[config.mk]
export PLATFORM = sky130hd
export DESIGN_NAME = gbk_div
export DESIGN_NICKNAME = d
export VERILOG_FILES = /design/src/rtl/grid_bilinear_field_kick_macros.svh /design/src/rtl/gbk_pkg.sv /design/src/rtl/gbk_div.sv
export SDC_FILE = /design/constraint.sdc
export NUM_CORES = 2
export LEC_CHECK = 0
export CELL_PAD_IN_SITES_DETAIL_PLACEMENT = 1
export CELL_PAD_IN_SITES_GLOBAL_PLACEMENT = 1
export CORE_ASPECT_RATIO = 1.2
export CORE_MARGIN = 2
export CORE_UTILIZATION = 53
export CTS_BUF_LIST = sky130_fd_sc_hd__clkbuf_2 sky130_fd_sc_hd__clkbuf_4 sky130_fd_sc_hd__clkbuf_8
export CTS_CLUSTER_DIAMETER = 120
export DETAILED_ROUTE_END_ITERATION = 12
export DONT_BUFFER_PORTS = 1
export GPL_ROUTABILITY_DRIVEN = 1
export GPL_TIMING_DRIVEN = 0
export PLACE_DENSITY_LB_ADDON = 0.1
export SYNTH_ARGS = -nofsm -noshare
export SYNTH_HDL_FRONTEND = slang
export SYNTH_SLANG_ARGS = --single-unit
[constraint.sdc]
create_clock -name clk -period 11.5 [get_ports clk]
set_input_delay 2.3 -clock clk [delete_from_list [all_inputs] [get_ports clk]]
set_output_delay 2.3 -clock clk [all_outputs]
set_load 0.1 [all_outputs]
[src/rtl/grid_bilinear_field_kick_macros.svh]
`ifndef GRID_BILINEAR_FIELD_KICK_MACROS_SVH
`define GRID_BILINEAR_FIELD_KICK_MACROS_SVH

// Checks that a condition holds in the same cycle as its trigger.
`define GBK_ASSERT_NOW(lbl, ante, cons, msg) \
	lbl: assert property (@(posedge clk) disable iff (!arst_n) (ante) |-> (cons)) \
		else $error(msg);

// Checks that a condition holds in the cycle after its trigger.
`define GBK_ASSERT_NEXT(lbl, ante, cons, msg) \
	lbl: assert property (@(posedge clk) disable iff (!arst_n) (ante) |=> (cons)) \
		else $error(msg);

`endif

[src/rtl/gbk_pkg.sv]
package gbk_pkg;

	localparam int GRID_COLS = 64;
	localparam int GRID_ROWS = 64;
	localparam int COL_W = $clog2(GRID_COLS);
	localparam int ROW_W = $clog2(GRID_ROWS);
	localparam int IDX_W = 12;
	localparam int VAL_W = 32;
	localparam int FRAC_W = 16;
	localparam int CNT_W = 7;
	localparam int SIZE_W = 31;
	localparam int REL_W = VAL_W + 1;
	localparam int QUO_W = COL_W + FRAC_W;
	localparam int DIV_W = SIZE_W + COL_W;
	localparam int DIV_LAT = 1 + QUO_W / 2;
	localparam int INT_LAT = 5;
	localparam int BANK_AW = (COL_W - 1) + (ROW_W - 1);
	localparam int BANK_DEPTH = 1 << BANK_AW;
	localparam int CFG_IDX_W = 3;
	localparam int CFG_W = 32;
	localparam int S_TDATA_W = 144;
	localparam int M_TDATA_W = 64;

	localparam logic [CFG_IDX_W-1:0] REG_ORIGIN_X = 3'd0;
	localparam logic [CFG_IDX_W-1:0] REG_ORIGIN_Y = 3'd1;
	localparam logic [CFG_IDX_W-1:0] REG_CELL_DX = 3'd2;
	localparam logic [CFG_IDX_W-1:0] REG_CELL_DY = 3'd3;
	localparam logic [CFG_IDX_W-1:0] REG_COLS = 3'd4;
	localparam logic [CFG_IDX_W-1:0] REG_ROWS = 3'd5;
	localparam logic [CFG_IDX_W-1:0] REG_KICK = 3'd6;

	localparam logic CMD_WRITE = 1'b0;
	localparam logic CMD_QUERY = 1'b1;

	// Item payload while the cell index is being found.
	typedef struct packed {
		logic cmd;
		logic [IDX_W-1:0] idx;
		logic signed [VAL_W-1:0] vx;
		logic signed [VAL_W-1:0] vy;
		logic signed [VAL_W-1:0] px;
		logic signed [VAL_W-1:0] py;
	} gbk_pay_t;

	// Query payload while the grids are interpolated.
	typedef struct packed {
		logic oog;
		logic signed [VAL_W-1:0] px;
		logic signed [VAL_W-1:0] py;
	} gbk_res_t;

	// Request into one grid: an entry write or a cell read.
	typedef struct packed {
		logic rd;
		logic wr;
		logic [IDX_W-1:0] widx;
		logic signed [VAL_W-1:0] wval;
		logic [COL_W-1:0] ix;
		logic [ROW_W-1:0] iy;
		logic [FRAC_W-1:0] fx;
		logic [FRAC_W-1:0] fy;
	} gbk_req_t;

endpackage

[src/rtl/gbk_div.sv]
module gbk_div (
	input logic clk,
	input logic en,
	input logic signed [gbk_pkg::REL_W-1:0] rel,
	input logic [gbk_pkg::SIZE_W-1:0] size,
	output logic [gbk_pkg::QUO_W-1:0] quo,
	output logic oor
);
	import gbk_pkg::*;

	localparam int NSTG = QUO_W / 2;

	// One restoring step: shift the remainder, subtract the divisor if it fits.
	function automatic logic [DIV_W:0] div_step(input logic [DIV_W-1:0] r,
		input logic [DIV_W-1:0] d);
		logic [DIV_W:0] t;
		t = {r, 1'b0};
		if (t >= {1'b0, d})
			return {1'b1, DIV_W'(t - {1'b0, d})};
		else
			return {1'b0, t[DIV_W-1:0]};
	endfunction

	logic [DIV_W-1:0] dd;
	logic [DIV_W-1:0] rem_s [NSTG+1];
	logic [QUO_W-1:0] quo_s [NSTG+1];
	logic oor_s [NSTG+1];

	// The divisor is the cell size times the grid width, so the quotient of
	// rel by it, taken to QUO_W fraction bits, is the index and weight at once.
	assign dd = {(size == '0) ? SIZE_W'(1) : size, COL_W'(0)};

	always_ff @(posedge clk) begin
		if (en) begin
			rem_s[0] <= DIV_W'(rel[REL_W-2:0]);
			quo_s[0] <= '0;
			oor_s[0] <= rel[REL_W-1] || (DIV_W'(rel[REL_W-2:0]) >= dd);
		end
	end

	for (genvar g = 1; g <= NSTG; g++) begin : g_stg
		logic [DIV_W:0] st_a;
		logic [DIV_W:0] st_b;
		assign st_a = div_step(rem_s[g-1], dd);
		assign st_b = div_step(st_a[DIV_W-1:0], dd);
		always_ff @(posedge clk) begin
			if (en) begin
				rem_s[g] <= st_b[DIV_W-1:0];
				quo_s[g] <= {quo_s[g-1][QUO_W-3:0], st_a[DIV_W], st_b[DIV_W]};
				oor_s[g] <= oor_s[g-1];
			end
		end
	end

	assign quo = quo_s[NSTG];
	assign oor = oor_s[NSTG];

endmodule

==> flow_summary.ini <==
[run_status]
status = complete, but fails checks
violations = capacitance limit, slew limit

[final_layout]
fin_nets = 7009
drive_above_1_share_pct = 10.7
stdcell_count = 7684
post-route-util_pct = 57.5
syn_to_final_growth_pct = 7.68

[floorplanning]
die_w_um = 298
rows = 129
initial_core_util_pct = 53.4
die_h_um = 357
io_pins = 89
die-area_um2 = 107000
design.core.area_um2 = 103000

[grt]
grt_pass1_vias = 51600
grt_max_degree = 493
grt_usage_pct = 34.7
overflow = 0
grt_pass1_wl_um = 292000
antenna_found_initial = 3

[timing]
setup_slack_ps = 191
setup_viol = 0
period_minus_slack_ps = 11310
finalHoldViolCount = 0
slew_viol_final = 288
clock_skew_ps = 47.8
max_freq_mhz = 88.4
worst_pin_slew_ps = 2130
min_period_over_period_pct = 98.3
fin_tns_setup_ps = 0
slew-limit-headroom_pct = -42.1

[logic_synthesis]
ys_ff_latch = 492
yosys_most_used_dff = edfxtp_1
ys_types = 102
syn_area_um2 = 55100
async_reset_ff_share_pct = 0
synth_top_cells_by_count = ha_1, a21oi_1, edfxtp_1, nor2_1, nand2_1
syn_inst = 6115
netlist_top_cells_area = edfxtp_1, ha_1, mux2_2
yosysTopAreaCellShare_pct = 26.8
ys_warn_count = 0
synth_fp_nets = 6890
yosysTopAreaCell = edfxtp_1
postSynthAreaPerCell_um2 = 9.01
synth-seq-area-share_pct = 26.8
yosysMostFrequentCell = ha_1
synth_edf_count = 492

[placement]
dp_hpwl_um = 147000
gp_congestion = 0.933
port_buffers = 0
place_ws_ps = -1360
dp.cells = 7507

[worst_setup_path]
crit_family = compound AO/OA/AOI/OAI gates
crit_slowest_cell = o41ai_1
r2r_start = rem_s[6][6]$_SDFFCE_PP0P_
reg2reg_setup_slack_ps = 3050
start_kind = input pin
critPathRequiredTime_ps = 12070
cp_data_arrival_time_ps = 11880
cpMostUsedCell = a21oi_1
cpPeakStageDelay_ps = 830
worstPathMaxFanout = 17
endpoint_kind = flop
critPathKind = input pin to flop
crit_start = size[0]
path_buf_inv = 9

[detailed_routing]
post-route-drc-count = 0
viasPerCell = 6.51
dr_total_vias = 50000
first_pass_iters = 8
final_antenna_net_count = 0
drt_iter0_markers = 3469
wl_per_cell_um = 24.8
wl_um = 191000

[clocking]
cts_tree = built
hold_buffers = 0
clk_latency_ps = 830
cts_root_buffer = clkbuf_8
clock-sinks = 492
ctsLongestPathBuffers = 3
cts_buffers = 94
clk_pin_slew_ps = 60
htreeDepth = 3

[flow_run]
cap_violations = 1

[worst_hold_path]
hold_class = flop to flop
min_from = quo_s[0][66]$_DFFE_PP_
routing by layer:
metal | vias to the layer above | share of wire [%] | wire (µm) | global-route usage (%)
li1 | 23400 | - | - | -
met1 | 24700 | 42 | 79600 | 42.5
met2 | 1433 | 48 | 91800 | 60.7
met3 | 500 | 5.1 | 9700 | 4.16
met4 | 2 | 5.0 | 9470 | 16.7
met5 | - | 0.0068 | 13 | 0
area by class of cell:
| cell class | instances | area [µm²] |
|---|---|---|
| multi-input combinational | 5251 | 38800 |
| tap | 1375 | 1720 |
| antenna | 3 | 7.51 |
| buffer | 159 | 800 |
| clock buffer | 113 | 1440 |
| inverter | 213 | 800 |
| sequential | 492 | 14800 |
| clock inverter | 55 | 513 |
| fill | 12000 | 43800 |
| timing repair buffer | 23 | 493 |
registers in the layout, indices dropped and copies added, names as in the netlist:
register and cells:
rem_s 348, oor_s 12, quo_s 132
stage by stage:
stage | cell area, µm² | hold WS, ps
final | 59300 | 399
after global routing | 59300 | 404
after CTS | 59200 | 399
after detailed placement | 57300 | 406
after global placement | 56800 | 401
after floorplan | 55100 | 400
final timing paths:
check	to	cells after the start
worst max-delay path	rem_s[4][36]$_DFFE_PP_	29
worst min-delay path	quo_s[1][2]$_DFFE_PP_	0
worst max register to register	rem_s[7][33]$_DFFE_PP_	27
worst min register to register	quo_s[1][2]$_DFFE_PP_	0
worst register-to-register path: stages (launching register included):
cell,delay (ps)
edfxtp_1,400
inv_1,80
fa_1,490
nor2b_1,190
o2111ai_1,150
and3_1,230
nor3_1,510
nor2_1,100
a31oi_1,340
o221ai_1,370
o21ai_2,510
clkbuf_1,600
nor2_1,90
a21oi_1,310
ha_1,350
a21o_1,220
a2111oi_0,400
nand4_1,290
and3_1,290
o311ai_2,260
o21ai_1,190
o22ai_2,290
o21ai_1,170
o221ai_1,200
and4b_1,200
buf_2,270
buf_6,270
mux2_1,410
what timing repair did:
action                     in CTS  in global routing
setup endpoints to repair      91                151
pin swaps                       0                  1
cloned                          0                  0
buffers inserted                0                  4
gates resized for setup         5                 23
cells in the final DEF, fill, tap and decap left out, types with 41 or more instances in the layout:
master and instances:
ha_1 695, a21oi_1 634, edfxtp_1 492, nor2_1 435
nand2_1 432, xnor2_1 360, o21ai_0 358, a21o_1 349
mux2_2 300, inv_1 183, xor2_1 180, nand3_1 114
nor3_1 110, clkbuf_8 94, nor2b_1 89, nand4_1 86
o21a_1 85, o21bai_1 85, clkbuf_1 76, a31oi_1 69
nand2b_1 66, and3_1 56, mux2_1 56, a211oi_1 53
o31ai_1 47, o211ai_1 41
cell families after synthesis:
group | after synthesis | synth area share, %
AND/OR/NAND/NOR | 1595 | 14.0
flip-flops | 492 | 26.8
buffers and inverters | 372 | 2.84
adder cells (fa/ha/maj) | 709 | 16.3
AO/OA/AOI/OAI | 2025 | 23.7
multiplexers | 382 | 7.78
XOR/XNOR | 540 | 8.58
Power is not shown: default switching activity piles up to over one toggle a cycle in this logic, so the estimate is an artifact.
